$ cat config.mk
export PLATFORM = sky130hd
export DESIGN_NAME = ascii_frame_deframer_checksum_core
export DESIGN_NICKNAME = d
export VERILOG_FILES = /design/src/design/afd_pkg.sv /design/src/design/afd_parser.sv /design/src/design/ascii_frame_deframer_checksum_core.sv
export SDC_FILE = /design/constraint.sdc
export NUM_CORES = 1
export LEC_CHECK = 0
export ABC_AREA = 0
export BUFFER_PORTS_ARGS = -buffer_cell sky130_fd_sc_hd__buf_2
export CORE_MARGIN = 4
export CORE_UTILIZATION = 60
export DETAILED_ROUTE_END_ITERATION = 10
export PLACE_DENSITY = 0.77
export RECOVER_POWER = 25
export SYNTH_ARGS = -nofsm -noshare
export SYNTH_HDL_FRONTEND = slang
export SYNTH_HIERARCHICAL = 1
export SYNTH_SLANG_ARGS = --single-unit
$ cat constraint.sdc
create_clock -name clk -period 8.7 [get_ports clk]
set_clock_uncertainty 0.15 [all_clocks]
set_input_delay 1.74 -clock clk [delete_from_list [all_inputs] [get_ports clk]]
set_output_delay 1.74 -clock clk [all_outputs]
set_load 0.02 [all_outputs]
$ cat src/design/afd_pkg.sv
// ----------------------------------------------------------------------------
// afd_pkg
// Types and constants shared by the ASCII frame deframer modules.
// ----------------------------------------------------------------------------
`default_nettype none

package afd_pkg;

    // frame layout, in digits
    localparam int TYPE_DIGITS   = 1;
    localparam int IDENT_DIGITS  = 5;
    localparam int LENGTH_DIGITS = 3;
    localparam int CHECK_DIGITS  = 3;

    localparam int CHECK_MODULUS = 666;

    localparam int TYPE_W  = 4;
    localparam int IDENT_W = 17;
    localparam int LEN_W   = 10;
    localparam int CHK_W   = 10;
    localparam int VERD_W  = 3;

    localparam int TDATA_W = 64;

    localparam logic KIND_PAYLOAD = 1'b0;
    localparam logic KIND_SUMMARY = 1'b1;

    typedef struct packed {
        logic               result_kind;
        logic [7:0]         payload_byte;
        logic               payload_last;
        logic [TYPE_W-1:0]  message_type;
        logic [IDENT_W-1:0] message_ident;
        logic [LEN_W-1:0]   payload_length;
        logic [CHK_W-1:0]   received_check;
        logic [CHK_W-1:0]   computed_check;
        logic [VERD_W-1:0]  verdict;
    } afd_result_t;

endpackage

`default_nettype wire

$ cat src/design/afd_parser.sv
// ----------------------------------------------------------------------------
// afd_parser
// Frame parse state and the per-beat update: decimal fields, payload pass
// through, mod-666 running checksum and the end-of-frame summary.
// ----------------------------------------------------------------------------
`default_nettype none

module afd_parser (
    input  wire logic                clk,
    input  wire logic                rst_n,
    input  wire logic                step,
    input  wire logic [7:0]          byte_in,
    input  wire logic                frame_start,
    output logic                     res_vld,
    output afd_pkg::afd_result_t     res
);
    import afd_pkg::*;

    localparam logic [2:0] PH_IDLE    = 3'd0;
    localparam logic [2:0] PH_TYPE    = 3'd1;
    localparam logic [2:0] PH_IDENT   = 3'd2;
    localparam logic [2:0] PH_LENGTH  = 3'd3;
    localparam logic [2:0] PH_PAYLOAD = 3'd4;
    localparam logic [2:0] PH_CHECK   = 3'd5;
    localparam logic [2:0] PH_DONE    = 3'd6;

    logic [2:0]         phase_reg, phase_next;
    logic [LEN_W-1:0]   pos_reg, pos_next;
    logic [TYPE_W-1:0]  type_reg, type_next;
    logic [IDENT_W-1:0] ident_reg, ident_next;
    logic [LEN_W-1:0]   len_reg, len_next;
    logic [CHK_W-1:0]   chk_reg, chk_next;
    logic [CHK_W-1:0]   sum_reg, sum_next;    // payload sum, kept reduced mod 666
    logic               ended_reg, ended_next;

    // state as seen by this beat (a start flag clears the frame first)
    logic [2:0]         cur_phase;
    logic [LEN_W-1:0]   cur_pos;
    logic [TYPE_W-1:0]  cur_type;
    logic [IDENT_W-1:0] cur_ident;
    logic [LEN_W-1:0]   cur_len;
    logic [CHK_W-1:0]   cur_chk;
    logic [CHK_W-1:0]   cur_sum;
    logic               cur_ended;

    logic               is_digit;
    logic               digit_ok;
    logic [IDENT_W-1:0] acc_src;
    logic [IDENT_W-1:0] acc_new;
    logic [IDENT_W-1:0] val_next;
    logic [LEN_W-1:0]   pos_inc;
    logic [LEN_W-1:0]   field_n;
    logic               field_full;
    logic [CHK_W:0]     sum_add;
    logic [CHK_W-1:0]   sum_wrap;
    logic               pay_last;
    logic               type_ok;

    always_comb
    begin
        cur_phase = frame_start ? PH_TYPE : phase_reg;
        cur_pos   = frame_start ? '0 : pos_reg;
        cur_type  = frame_start ? '0 : type_reg;
        cur_ident = frame_start ? '0 : ident_reg;
        cur_len   = frame_start ? '0 : len_reg;
        cur_chk   = frame_start ? '0 : chk_reg;
        cur_sum   = frame_start ? '0 : sum_reg;
        cur_ended = frame_start ? 1'b0 : ended_reg;

        is_digit = byte_in inside {[8'h30:8'h39]};
        digit_ok = is_digit && !cur_ended;

        case (cur_phase)
            PH_TYPE:   acc_src = {{(IDENT_W-TYPE_W){1'b0}}, cur_type};
            PH_IDENT:  acc_src = cur_ident;
            PH_LENGTH: acc_src = {{(IDENT_W-LEN_W){1'b0}}, cur_len};
            PH_CHECK:  acc_src = {{(IDENT_W-CHK_W){1'b0}}, cur_chk};
            default:   acc_src = '0;
        endcase

        // x*10 + digit; the low nibble of an ASCII digit is its value
        acc_new  = (acc_src << 3) + (acc_src << 1)
                 + {{(IDENT_W-4){1'b0}}, byte_in[3:0]};
        val_next = digit_ok ? acc_new : acc_src;

        case (cur_phase)
            PH_TYPE:   field_n = LEN_W'(TYPE_DIGITS);
            PH_IDENT:  field_n = LEN_W'(IDENT_DIGITS);
            PH_LENGTH: field_n = LEN_W'(LENGTH_DIGITS);
            PH_CHECK:  field_n = LEN_W'(CHECK_DIGITS);
            default:   field_n = '0;
        endcase

        pos_inc    = cur_pos + LEN_W'(1);
        field_full = pos_inc >= field_n;
        pay_last   = pos_inc >= cur_len;

        // sum < 666 and byte <= 255, so one conditional subtract keeps it reduced
        sum_add  = {1'b0, cur_sum} + {{(CHK_W-7){1'b0}}, byte_in};
        sum_wrap = (sum_add >= (CHK_W+1)'(CHECK_MODULUS))
                 ? CHK_W'(sum_add - (CHK_W+1)'(CHECK_MODULUS))
                 : sum_add[CHK_W-1:0];

        type_ok = cur_type inside {[4'd1:4'd6]};

        phase_next = cur_phase;
        pos_next   = cur_pos;
        type_next  = cur_type;
        ident_next = cur_ident;
        len_next   = cur_len;
        chk_next   = cur_chk;
        sum_next   = cur_sum;
        ended_next = cur_ended;
        res_vld    = 1'b0;
        res        = '0;

        // shared counting for the decimal fields
        if (cur_phase == PH_TYPE || cur_phase == PH_IDENT ||
            cur_phase == PH_LENGTH || cur_phase == PH_CHECK)
        begin
            if (field_full)
            begin
                pos_next   = '0;
                ended_next = 1'b0;
            end
            else
            begin
                pos_next   = pos_inc;
                ended_next = !digit_ok;
            end
        end

        case (cur_phase)
            PH_TYPE:
            begin
                type_next = val_next[TYPE_W-1:0];
                if (field_full)
                begin
                    phase_next = PH_IDENT;
                end
            end
            PH_IDENT:
            begin
                ident_next = val_next;
                if (field_full)
                begin
                    phase_next = PH_LENGTH;
                end
            end
            PH_LENGTH:
            begin
                len_next = val_next[LEN_W-1:0];
                if (field_full)
                begin
                    phase_next = (val_next[LEN_W-1:0] == '0) ? PH_CHECK : PH_PAYLOAD;
                end
            end
            PH_PAYLOAD:
            begin
                sum_next = sum_wrap;
                if (pay_last)
                begin
                    pos_next   = '0;
                    ended_next = 1'b0;
                    phase_next = PH_CHECK;
                end
                else
                begin
                    pos_next = pos_inc;
                end
                res_vld              = 1'b1;
                res.result_kind      = KIND_PAYLOAD;
                res.payload_byte     = byte_in;
                res.payload_last     = pay_last;
            end
            PH_CHECK:
            begin
                chk_next = val_next[CHK_W-1:0];
                if (field_full)
                begin
                    phase_next         = PH_DONE;
                    res_vld            = 1'b1;
                    res.result_kind    = KIND_SUMMARY;
                    res.message_type   = cur_type;
                    res.message_ident  = cur_ident;
                    res.payload_length = cur_len;
                    res.received_check = val_next[CHK_W-1:0];
                    res.computed_check = cur_sum;
                    res.verdict        = (type_ok && val_next[CHK_W-1:0] == cur_sum)
                                       ? cur_type[VERD_W-1:0] : '0;
                end
            end
            default:
            begin
                // idle or frame done: bytes are dropped until the next start
            end
        endcase
    end

    always_ff @(posedge clk or negedge rst_n)
    begin
        if (!rst_n)
        begin
            phase_reg <= PH_IDLE;
            pos_reg   <= '0;
            type_reg  <= '0;
            ident_reg <= '0;
            len_reg   <= '0;
            chk_reg   <= '0;
            sum_reg   <= '0;
            ended_reg <= 1'b0;
        end
        else if (step)
        begin
            phase_reg <= phase_next;
            pos_reg   <= pos_next;
            type_reg  <= type_next;
            ident_reg <= ident_next;
            len_reg   <= len_next;
            chk_reg   <= chk_next;
            sum_reg   <= sum_next;
            ended_reg <= ended_next;
        end
    end

endmodule

`default_nettype wire

$ cat src/design/ascii_frame_deframer_checksum_core.sv
// ----------------------------------------------------------------------------
// ascii_frame_deframer_checksum_core
// Byte-stream deframer for ASCII frames: passes payload bytes through and
// emits a checked summary beat after the checksum digits.
// ----------------------------------------------------------------------------
//  channel | dir | tdata                          | tuser        | tlast
//  s_*     | in  | byte_in[7:0]                   | frame_start  | -
//  m_*     | out | payload byte, summary fields   | result_kind  | payload_last
//
//  One beat per clock sustained while m_tready holds high; a result beat is
//  formed by the input register, then parse logic into the output register.
//  A beat that yields no result still passes through the parse step.
//  rst_n clears the handshake state and the parser to idle, waiting for start.
//  m_tready low holds the output register; the input register keeps taking
//  a beat while the parse step can still move.
// ----------------------------------------------------------------------------
`default_nettype none

module ascii_frame_deframer_checksum_core (
    input  wire logic        clk,
    input  wire logic        rst_n,
    input  wire logic        s_tvalid,
    output logic             s_tready,
    input  wire logic [7:0]  s_tdata,   // [7:0] byte_in
    input  wire logic        s_tuser,   // [0] frame_start
    output logic             m_tvalid,
    input  wire logic        m_tready,
    output logic [63:0]      m_tdata,   // [7:0] payload_byte, [11:8] message_type,
                                        // [28:12] message_ident, [38:29] payload_length,
                                        // [48:39] received_check, [58:49] computed_check,
                                        // [61:59] verdict, [63:62] zero
    output logic             m_tuser,   // [0] result_kind
    output logic             m_tlast    // payload_last
);
    import afd_pkg::*;

    logic        in_vld_reg, in_vld_next;
    logic [7:0]  in_byte_reg;
    logic        in_start_reg;
    logic        out_vld_reg, out_vld_next;
    afd_result_t out_res_reg;

    logic        step;
    logic        res_vld;
    afd_result_t res;

    assign step     = in_vld_reg && (!out_vld_reg || m_tready);
    assign s_tready = !in_vld_reg || step;

    afd_parser u_parser (
        .clk         (clk),
        .rst_n       (rst_n),
        .step        (step),
        .byte_in     (in_byte_reg),
        .frame_start (in_start_reg),
        .res_vld     (res_vld),
        .res         (res)
    );

    always_comb
    begin
        in_vld_next = in_vld_reg;
        if (s_tready)
        begin
            in_vld_next = s_tvalid;
        end

        out_vld_next = out_vld_reg;
        if (step)
        begin
            out_vld_next = res_vld;
        end
        else if (m_tready)
        begin
            out_vld_next = 1'b0;
        end
    end

    always_ff @(posedge clk or negedge rst_n)
    begin
        if (!rst_n)
        begin
            in_vld_reg  <= 1'b0;
            out_vld_reg <= 1'b0;
        end
        else
        begin
            in_vld_reg  <= in_vld_next;
            out_vld_reg <= out_vld_next;
        end
    end

    always_ff @(posedge clk)
    begin
        if (s_tvalid && s_tready)
        begin
            in_byte_reg  <= s_tdata;
            in_start_reg <= s_tuser;
        end
        if (step && res_vld)
        begin
            out_res_reg <= res;
        end
    end

    assign m_tvalid = out_vld_reg;
    assign m_tuser  = out_res_reg.result_kind;
    assign m_tlast  = out_res_reg.payload_last;
    assign m_tdata  = {2'b00,
                       out_res_reg.verdict,
                       out_res_reg.computed_check,
                       out_res_reg.received_check,
                       out_res_reg.payload_length,
                       out_res_reg.message_ident,
                       out_res_reg.message_type,
                       out_res_reg.payload_byte};

endmodule

`default_nettype wire

==> summary.md, run 1 <==
| Metric | Value |
|---|---|
| Post-synthesis sequential area ratio | `roughly 47%` |
| Maximum VDD drop | `157 µV` |
| Drt first-iter violations | `approximately 760` |
| Ant. Diodes | `0` |
| Worst Tran Pin Value | `around 3.6 ns` |
| Max reg flops | `62` |
| DR vias | `between 6000 and 7000` |
| Most frequent cells in the layout | `89 x nand2_1, 78 x buf_2, 73 x edfxtp_1` |
| Full die area | `15600 µm²` |
| Total routed wirelength | `~21 mm` |
| Gr ovfl total | `0` |
| Post-Syn Area | `8210 µm²` |
| Critical path peak fanout | `20` |
| Fin crit share | `slightly below 60%` |
| CP startpoint kind | `flip-flop` |
| Initial Utilization | `a little over 60%` |
| Clock sink count | `between 100 and 150` |
| Buffers on Ports | `78` |
| Hold Crit Class | `reg -> reg` |
| Commonest non-fill, non-tap cell in the layout | `nand2_1` |
| Final ANT Viol Nets | `0` |
| Root Driver | `clkbuf_16` |
| Comb pwr share | `between 15 and 20%` |
| Syn. warnings | `6` |
| Post-synth cell types | `84` |
| Final hold violation count | `0` |
| Hold-fix buffers, CTS | `0` |
| Top FF cell, synth | `edfxtp_1` |
| Violated checks | `capacitance limit, slew limit` |
| Vias in the first global route | `about 6200` |
| Initial antenna violation count | `0` |
| Sequential fraction of design power | `41.3%` |
| Clock power frac | `a little over two fifths` |
| DIE HEIGHT | `between 100 and 150 µm` |
| DRC viols | `0` |
| Nets | `a little over 900` |
| Critical path class | `reg -> reg` |
| Pin count of the biggest net entering global routing | `a little under 70` |
| TNS Setup | `0 ns` |
| Slew Limit Fails | `between 60 and 70` |
| Post-CTS Setup Bufs | `0` |
| RSZ-0062 raised after global routing | `no` |
| CTS resizes | `0` |
| Detailed-route wire length per cell | `between 15 and 20 µm` |
| CTS tree | `built` |
| H-Tree Level Count | `4` |
| # IOs | `a little over 80` |
| CP Capture Type | `flip-flop` |
| Post-synth EDFFs | `73` |
| Ys async rst share | `roughly 48%` |
| First-pass GRT wire length | `around 33 mm` |
| DRT Pass-1 Iters | `5` |
| Pwr dens | `around 200 nW/µm²` |
| Final core utilization | `69.9%` |
| Max-cap viol count | `1` |
| Total net switching power | `roughly 530 µW` |
| Arrival time at the worst endpoint | `~5.2 ns` |
| Yosys reg bits | `140` |
| Slew headroom | `-137%` |
| WP data required | `slightly below 9 ns` |
| Leakage | `~4.3 nW` |
| Net Sw Frac | `between 20% and 30%` |
| Fmax | `0.198 GHz` |
| GRT Total Usage | `between 20% and 30%` |
| Core Area | `roughly 13000 µm²` |
| Share of cells above drive strength 1 | `around 16%` |
| Period minus WS final | `just over 5 ns` |
| Status | `finished with violations` |
| HPWL after DPL | `around 15 mm` |
| Clk buf depth | `2` |
| Cells after Synth | `between 700 and 800` |
| Int Power | `about 1.3 mW` |
| Cts bufs inserted | `17` |
| Area grow syn2layout | `13.6%` |
| Worst-Skew Late Latency | `around 0.42 ns` |
| Cell row count | `between 40 and 50` |
| Synth Area per Inst | `between 10 and 15 µm²` |
| GPL Wtd Cong | `~0.94` |
| Vias per cell | `6.24` |
| Die Wd | `125 µm` |
| Finish-stage setup viols | `0` |
| Clk slew on worst S/H paths | `0.06 ns` |
==> kinds of logic (layout without fill, tap and decap cells) <==
family / Yosys count / count (layout) / synth area share (%)
XOR/XNOR: 41 / 41 / 4.37
multiplexers: 15 / 15 / 1.95
AO/OA/AOI/OAI: 183 / 183 / 15.6
buffers and inverters: 51 / 137 / 3.02
flip-flops: 140 / 140 / 47.1
other: 1 / 2 / 0.0457
adder cells (fa/ha/maj): 54 / 54 / 8.41
AND/OR/NAND/NOR: 289 / 289 / 19.5
==> per-stage QoR <==
stage                     setup WS [ns]  power (mW)  std cells  instance area [µm²]  hold slack [ns]
final                              3.64        1.85       1037                 9330            0.335
after global routing               3.02        1.92       1037                 9330            0.348
after global placement             4.03        1.07       1005                 8710            0.312
after CTS                          3.79        1.85       1037                 9350            0.335
after detailed placement           3.81        1.08       1005                 8710            0.322
after floorplan                    2.26        1.01        775                 8220            0.292
==> worst max-delay path, stage by stage (launching register included) <==
cell and delay [ns]:
dfrtp_1 0.68, nor4b_4 0.82, a221oi_1 0.28, inv_1 0.15, ha_1 0.14, ha_1 0.16, inv_1 0.05, fa_1 0.41
nor2b_1 0.21, o21ai_0 0.10, a21oi_1 0.30, o21ai_0 0.12, a31oi_1 0.52, xnor2_1 0.15, nor4_2 0.48, and2_1 0.20
==> Yosys cell counts (all sizes together) (4+ instances only) <==
| cell type | number | share of area [%] |
|---|---|---|
| clkbuf | 16 | 0.75 |
| o22ai | 4 | 0.47 |
| a211o | 4 | 0.43 |
| nor2 | 40 | 1.9 |
| and3 | 8 | 0.61 |
| inv | 20 | 0.91 |
| a32o | 8 | 0.98 |
| or3 | 7 | 0.53 |
| nor2b | 16 | 1.2 |
| a21oi | 23 | 1.6 |
| buf | 14 | 1.3 |
| nand3 | 15 | 0.98 |
| a31oi | 6 | 0.82 |
| nand2b | 10 | 0.76 |
| o21bai | 4 | 0.37 |
| mux2i | 13 | 1.6 |
| nor3b | 4 | 0.37 |
| nand2 | 90 | 4.2 |
| edfxtp | 73 | 27 |
| a22o | 14 | 1.5 |
| a21o | 11 | 1.0 |
| and2 | 60 | 4.6 |
| xor2 | 15 | 1.6 |
| o211ai | 4 | 0.37 |
| nor4b | 4 | 0.69 |
| nor3 | 10 | 0.61 |
| xnor2 | 26 | 2.8 |
| nand3b | 4 | 0.52 |
| o21ai | 70 | 4.3 |
| nand4 | 8 | 0.69 |
| ha | 52 | 7.9 |
| o21a | 6 | 0.55 |
| dfrtp | 67 | 20 |
| a222oi | 4 | 0.49 |
==> power groups by stage <==
stage          combinational, mW  clock [mW]  sequential (mW)
5_1_grt                    0.335       0.819            0.769
3_3_place_gp               0.292           0            0.773
4_1_cts                    0.301       0.788            0.763
3_5_place_dp               0.301           0            0.775
2_1_floorplan              0.265           0            0.744
6_report                   0.306       0.782            0.765
==> cell type report <==
| type | count | area, µm² |
|---|---|---|
| repair buffers | 84 | 428 |
| clock buffers | 18 | 429 |
| flip-flops and latches | 140 | 3870 |
| well taps | 176 | 220 |
| inverters | 21 | 80.1 |
| multi-input cells | 584 | 4100 |
| clock inverters | 14 | 210 |
| fillers | 970 | 4020 |
==> routing by layer <==
metal	vias up	track usage [%]	wire length (µm)	part of all wire (%)
met3	61	6.40	1770	8.6
met4	0	11.9	807	3.9
met1	3098	34.8	8370	40
met5	-	0	0	0
li1	2982	-	-	-
met2	335	42.3	9740	47
==> final timing paths <==
| path | slack [ns] | end | startpoint | cells after the start |
|---|---|---|---|---|
| max reg2reg | 3.64 | m_tdata[60]$_DFFE_PP_ | u_parser/phase_reg[2]$_DFFE_PN0P_ | 15 |
| min in group asynchronous | 2.47 | in_vld_reg$_DFFE_PN0P_ | rst_n | 2 |
| max | 3.64 | m_tdata[60]$_DFFE_PP_ | u_parser/phase_reg[2]$_DFFE_PN0P_ | 15 |
| max in group asynchronous | 3.90 | u_parser/len_reg[8]$_DFFE_PN0P_ | rst_n | 2 |
| min reg2reg | 0.34 | u_parser/chk_reg[8]$_DFFE_PN0P_ | u_parser/chk_reg[8]$_DFFE_PN0P_ | 2 |
| min | 0.34 | u_parser/chk_reg[8]$_DFFE_PN0P_ | u_parser/chk_reg[8]$_DFFE_PN0P_ | 2 |
No activity file was read; power rests on OpenSTA's default activity.
==> run 2: changes to the inputs <==
CORE_UTILIZATION = 54   (was 60)
PLACE_DENSITY = 0.73   (was 0.77)
clock period = 4.3 ns   (was 8.7 ns; I/O delays follow)
==> run 2 against run 1 <==
The flow still finishes with violations (capacitance limit, slew limit). Register-to-register slack worse by 3.5 ns. First-iteration DRC count down 22%. Routed wire length up 1.5%. Global-route usage down 2.1 points. Die area up 10%. Power up 99%. Worst setup slack worse by 3.5 ns. Fmax up 22%. Combinational power up 150%. Final area up 3.7%. Critical endpoint is now m_tdata[59]$_DFFE_PP_. Largest cell class unchanged. Largest power group is now registers.
==> summary.md, run 2 (synthesis gave the netlist of run 1 again) <==
| Metric | Value |
|---|---|
| WP data required | `roughly 4.4 ns` |
| Grt met1 use | `approximately a third` |
| Cell row count | `44` |
| DIE HEIGHT | `approximately 130 µm` |
| DRT Pass-1 Iters | `5` |
| Critical path peak fanout | `7` |
| Placed Area | `~9000 µm²` |
| Worst Tran Pin Value | `2.09 ns` |
| Die Wd | `about 130 µm` |
| RSZ-0062 raised after global routing | `yes` |
| Initial Utilization | `55.9%` |
| HPWL after DPL | `around 15 mm` |
| Pwr dens | `between 300 and 400 nW/µm²` |
| Area grow syn2layout | `17.9%` |
| CTS tree | `built` |
| GPL Wtd Cong | `0.972` |
| Critical Path Source | `u_parser/phase_reg[0]$_DFFE_PN0P_` |
| Most frequent CP cell | `ha_1` |
| Fillers | `1123` |
| Commonest non-fill, non-tap cell in the layout | `nand2_1` |
| Most frequent cells in the layout | `89 x nand2_1, 76 x buf_2, 73 x edfxtp_1` |
| CP Cell Sequence | `buf_4 > mux2i_2 > o22ai_4 > xor2_1 > ha_1 > a21o_1 > ha_1 > nor2b_2 > o21a_1 > or3_1 > and4_1 > a2111oi_4 > nand4_2 > nor4_4 > and2_1` |
| Drt first-iter violations | `596` |
| Met2 Usage GRT | `roughly two fifths` |
| Number of buffers and inverters on the critical path | `1` |
| Vias per cell | `approximately 6` |
| Share of cells above drive strength 1 | `21.1%` |
| Maximum VDD drop | `257 µV` |
| Max-cap viol count | `1` |
| GRT Total Usage | `~24%` |
| Global-route track usage on met3 | `a little under 5%` |
| Vias in the first global route | `6380` |
| Pre-CTS WS | `-0.0593 ns` |
| DR vias | `approximately 6500` |
| Buffers on Ports | `a little under 80` |
| Total routed wirelength | `between 20 and 25 mm` |
| Reg2Reg Launch Point | `u_parser/phase_reg[0]$_DFFE_PN0P_` |
| Arrival time at the worst endpoint | `between 4 and 5 ns` |
| Fin crit share | `roughly 97%` |
| Final Cell Area | `~9700 µm²` |
| Final ANT Viol Nets | `0` |
| Hold Crit Class | `reg -> reg` |
| Ant. Diodes | `0` |
| Final hold violation count | `0` |
| Hold_sp | `u_parser/sum_reg[4]$_DFFE_PN0P_` |
| Clk buf depth | `2` |
| Initial antenna violation count | `0` |
| Violated checks | `capacitance limit, slew limit` |
| Gr ovfl total | `0` |
| Root Driver | `clkbuf_16` |
| Clock sink count | `140` |
| Busiest grt layer | `met2` |
| DRC viols | `0` |
| Max reg flops | `62` |
| Finish-stage setup viols | `0` |
| CP startpoint kind | `flip-flop` |
| First-pass GRT wire length | `about 34 mm` |
| Core Area | `roughly 15000 µm²` |
| Nets | `960` |
| Slowest stage delay, CP | `approximately 0.43 ns` |
| Period minus WS final | `4.16 ns` |
| Slew headroom | `-39.7%` |
| # IOs | `81` |
| Status | `finished with violations` |
| CP max stage cell | `dfrtp_1` |
| CP Capture Type | `flip-flop` |
| Critical path class | `reg -> reg` |
| Cts bufs inserted | `17` |
| Slack of the critical path | `about 0.14 ns` |
| Slew Limit Fails | `37` |
| H-Tree Level Count | `4` |
| Full die area | `17200 µm²` |
| Pin count of the biggest net entering global routing | `40` |
| Clk slew on worst S/H paths | `roughly 0.06 ns` |
| CP top delay family | `simple AND/OR/NAND/NOR gates` |
| Leakage | `4.51 nW` |
| Detailed-route wire length per cell | `approximately 19 µm` |
| Worst-Skew Late Latency | `0.42 ns` |
| Fmax | `0.241 GHz` |
[run 2: changes by cell type in the layout (fill, tap and decap cells not counted), sizes merged]
cell / previous run / this run
clkbuf: 20 / 24
bufinv: 4 / 2
clkinv: 5 / 7
clkinvlp: 2 / 1
buf: 82 / 126
inv: 24 / 22
[run 2: per-stage QoR]
step           util (%)  setup TNS, ns  std cells  power [mW]  hold slack, ns
2_1_floorplan         -              0        775        2.04           0.292
3_3_place_gp       61.2              0       1048        2.21           0.314
3_5_place_dp       61.2         -0.154       1048        2.23           0.321
4_1_cts            65.3              0       1082        3.64           0.333
5_1_grt            65.8        -0.0179       1090        3.84           0.354
6_report           65.8              0       1090        3.68           0.332
[run 2: path summary, 6_finish.rpt]
path                                                           to  slack (ns)  cells past startpoint
worst max-delay path                        m_tdata[59]$_DFFE_PP_        0.14                     15
worst min-delay path              u_parser/sum_reg[4]$_DFFE_PN0P_        0.33                      2
worst max register to register              m_tdata[59]$_DFFE_PP_        0.14                     15
worst min register to register    u_parser/sum_reg[4]$_DFFE_PN0P_        0.33                      2
max in group asynchronous       u_parser/ident_reg[8]$_DFFE_PN0P_        1.37                      2
min in group asynchronous                    m_tvalid$_DFFE_PN0P_        0.90                      1
[run 2: per-layer routing]
layer,share of wire [%],vias to the layer above
met3,6.4,50
li1,-,3070
met2,48,258
met5,0,-
met4,2.9,0
met1,43,3170
[run 2: timing repair]
action,in CTS,in global routing
hold buffers,0,0
setup endpoints to repair,3,21
setup buffers,2,8
gates resized for setup,2,11
pin swaps,0,5
endpoints found under the hold margin,0,0
[run 2: power breakdown]
| group | total (mW) | internal (mW) | leakage (nW) | switching (mW) |
|---|---|---|---|---|
| sequential | 1.50 | 1.45 | 1.74 | 0.0545 |
| clock | 1.42 | 0.866 | 0.279 | 0.551 |
| combinational | 0.757 | 0.317 | 2.48 | 0.440 |
| total | 3.68 | 2.63 | 4.51 | 1.05 |
[run 2: area by class of cell]
| cell class | instances | area (µm²) | share of cell area (%) |
|---|---|---|---|
| inverters | 21 | 80.1 | 0.827 |
| flip-flops and latches | 140 | 3870 | 40.0 |
| repair buffers | 129 | 785 | 8.10 |
| multi-input cells | 584 | 4150 | 42.8 |
| well taps | 184 | 230 | 2.38 |
| clock inverters | 11 | 118 | 1.22 |
| clock buffers | 21 | 450 | 4.65 |
[run 2: worst register-to-register path, delay by kind of cell (launching register included)]
family,cells,cell delay [ns]
adders and majority gates,2,0.49
xor gates and xnor gates,1,0.16
AOI/OAI and AO/OA,4,0.79
and+or+nand+nor,6,1.48
DFF,1,0.43
muxes,1,0.30
buffers and inverters,1,0.21
==> run 3: changes to the inputs <==
CORE_UTILIZATION = 60   (was 54)
PLACE_DENSITY = 0.77   (was 0.73)
clock period = 4.4 ns   (was 4.3 ns; I/O delays follow)
==> run 3 against run 2 <==
Via count about the same. Routed wire length shrank 3.7%. Clock power barely moved. Critical path depth down 1. Non-clock buffer count down 19. First-iteration DRC count fell by 6.4%. Global-route usage rose by 1.6 points. Flip-flop and latch count did not move. Worst hold slack worse by 0.0014 ns. Power fell by 3.4%. The run still ends with capacitance limit, slew limit left. Worst setup slack better by 0.044 ns.
==> summary.md, run 3 (synthesis gave the netlist of run 1 again) <==
| Metric | Value |
|---|---|
| Status | `finished with violations` |
| Violated checks | `capacitance limit, slew limit` |
| H-Tree Level Count | `4` |
| Root Driver | `clkbuf_16` |
| Commonest non-fill, non-tap cell in the layout | `nand2_1` |
| DRT Pass-1 Iters | `5` |
| Pin count of the biggest net entering global routing | `44` |
| Initial antenna violation count | `0` |
| Initial Utilization | `61.5%` |
| Worst-Skew Late Latency | `between 0.4 and 0.5 ns` |
| Grt met1 use | `33.7%` |
| First-pass GRT wire length | `approximately 33 mm` |
| WHS | `roughly 0.33 ns` |
| Die Wd | `approximately 120 µm` |
| Finish-stage setup viols | `0` |
| Max reg flops | `just over 60` |
| WHS Path Cells | `2` |
| Clk slew on worst S/H paths | `~0.06 ns` |
| Register area | `3870 µm²` |
| Fin crit share | `between 90% and 100%` |
| Worst Tran Pin Value | `2.31 ns` |
| Fmax | `about 0.24 GHz` |
| Leakage | `4.40 nW` |
| Pre-CTS WS | `0.00673 ns` |
| Clk buf depth | `2` |
| DIE HEIGHT | `125 µm` |
| Most frequent cells in the layout | `89 x nand2_1, 77 x buf_2, 73 x edfxtp_1` |
| Vias per cell | `slightly above 6` |
| Worst reg-to-reg setup slack | `~0.19 ns` |
| CP Capture Type | `flip-flop` |
| Area grow syn2layout | `16.1%` |
| Cts bufs inserted | `17` |
| Fillers | `between 900 and 1000` |
| Busiest grt layer | `met2` |
| Detailed-route wire length per cell | `about 19 µm` |
| Drt first-iter violations | `approximately 560` |
| Nets | `around 940` |
| Total routed wirelength | `around 20 mm` |
| Met2 Usage GRT | `between 40% and 50%` |
| Total design power | `~3.6 mW` |
| WP data required | `around 4.5 ns` |
| Buffers on Ports | `just under 80` |
| Footprint of the multi-input gates | `around 4200 µm²` |
| Gr ovfl total | `0` |
| HPWL after DPL | `~15 mm` |
| Final ANT Viol Nets | `0` |
| # IOs | `81` |
| Global-route track usage on met3 | `under 10%` |
| Maximum VDD drop | `approximately 280 µV` |
| Pwr dens | `~370 nW/µm²` |
| GPL Wtd Cong | `0.981` |
| Reg2Reg Launch Point | `in_start_reg$_DFFE_PP_` |
| Max-cap viol count | `1` |
| DRC viols | `0` |
| RSZ-0062 raised after global routing | `yes` |
| Core Area | `13300 µm²` |
| Critical path peak fanout | `11` |
| Slew headroom | `-54.3%` |
| Hold_sp | `u_parser/sum_reg[4]$_DFFE_PN0P_` |
| CTS tree | `built` |
| Hold path endpoint | `u_parser/sum_reg[4]$_DFFE_PN0P_` |
| Period minus WS final | `about 4.2 ns` |
| Clock sink count | `140` |
| Number of cells on the worst reg-to-reg path | `14` |
| Hold Crit Class | `reg -> reg` |
| DR vias | `about 6500` |
| Slack of the critical path | `0.189 ns` |
| Post-CTS Setup Bufs | `0` |
| Final hold violation count | `0` |
| Cell row count | `42` |
| GRT Total Usage | `between 20% and 30%` |
| Slew Limit Fails | `44` |
| FF-to-FF End | `m_tdata[60]$_DFFE_PP_` |
| Arrival time at the worst endpoint | `~4.4 ns` |
| Critical Path Source | `in_start_reg$_DFFE_PP_` |
| Full die area | `15600 µm²` |
| Vias in the first global route | `6362` |
| Share of cells above drive strength 1 | `19.4%` |
| Ant. Diodes | `0` |
| Critical path class | `reg -> reg` |
| CP startpoint kind | `flip-flop` |
-- run 3: per-layer routing --
layer  up-vias  share of wire (%)
met3        56                8.0
met4         0                3.4
met2       304                 48
met5         -                  0
li1       3040                  -
met1      3143                 40
-- run 3: critical path: stages (launching register included) --
cell and delay (ns):
edfxtp_1 0.47, buf_4 0.22, nor4bb_4 0.36, buf_6 0.20, nand2_1 0.06, o21ai_0 0.14
ha_1 0.30, ha_1 0.36, o21a_1 0.14, or3_1 0.37, and4_1 0.27, a2111oi_4 0.34
nand4_2 0.16, nor4_4 0.36, and2_1 0.18
-- run 3: worst max path at each step --
stage                             to  slack (ns)  cells past startpoint
3_5_place_dp   m_tdata[60]$_DFFE_PP_       0.007                     16
6_report       m_tdata[60]$_DFFE_PP_        0.19                     14
5_1_grt        m_tdata[60]$_DFFE_PP_       -0.04                     16
3_3_place_gp   m_tdata[60]$_DFFE_PP_        0.18                     16
2_1_floorplan   m_tdata[0]$_DFFE_PP_      0.0003                     17
4_1_cts        m_tdata[60]$_DFFE_PP_        0.04                     16
-- run 3: layout make-up --
| cell class | instances | area share (%) |
|---|---|---|
| timing repair buffer | 110 | 6.73 |
| multi-input combinational | 585 | 43.5 |
| inverter | 21 | 0.840 |
| clock inverter | 14 | 1.51 |
| sequential | 140 | 40.6 |
| clock buffer | 18 | 4.50 |
| tap | 176 | 2.31 |
-- run 3: stage by stage --
step                std cells  setup TNS (ns)  area [µm²]  util [%]
floorplan                 775               0        8230         -
global placement         1031               0        8920      66.8
detailed placement       1031               0        8920      66.8
CTS                      1063               0        9490      71.1
global route             1064          -0.103        9540      71.4
finish                   1064               0        9540      71.4
-- run 3: power by group --
part / internal [mW] / leakage [nW] / total [mW] / switching (mW)
Combinational: 0.284 / 2.39 / 0.695 / 0.411
Sequential: 1.42 / 1.74 / 1.47 / 0.0553
Clock: 0.833 / 0.271 / 1.39 / 0.555
-- run 3: what timing repair did --
action / CTS / global route
endpoints found under the setup margin: 3 / 48
hold endpoints to repair: 0 / 0
gates cloned: 0 / 1
hold buffers: 0 / 0
pin swaps: 0 / 2
gates resized for setup: 1 / 11
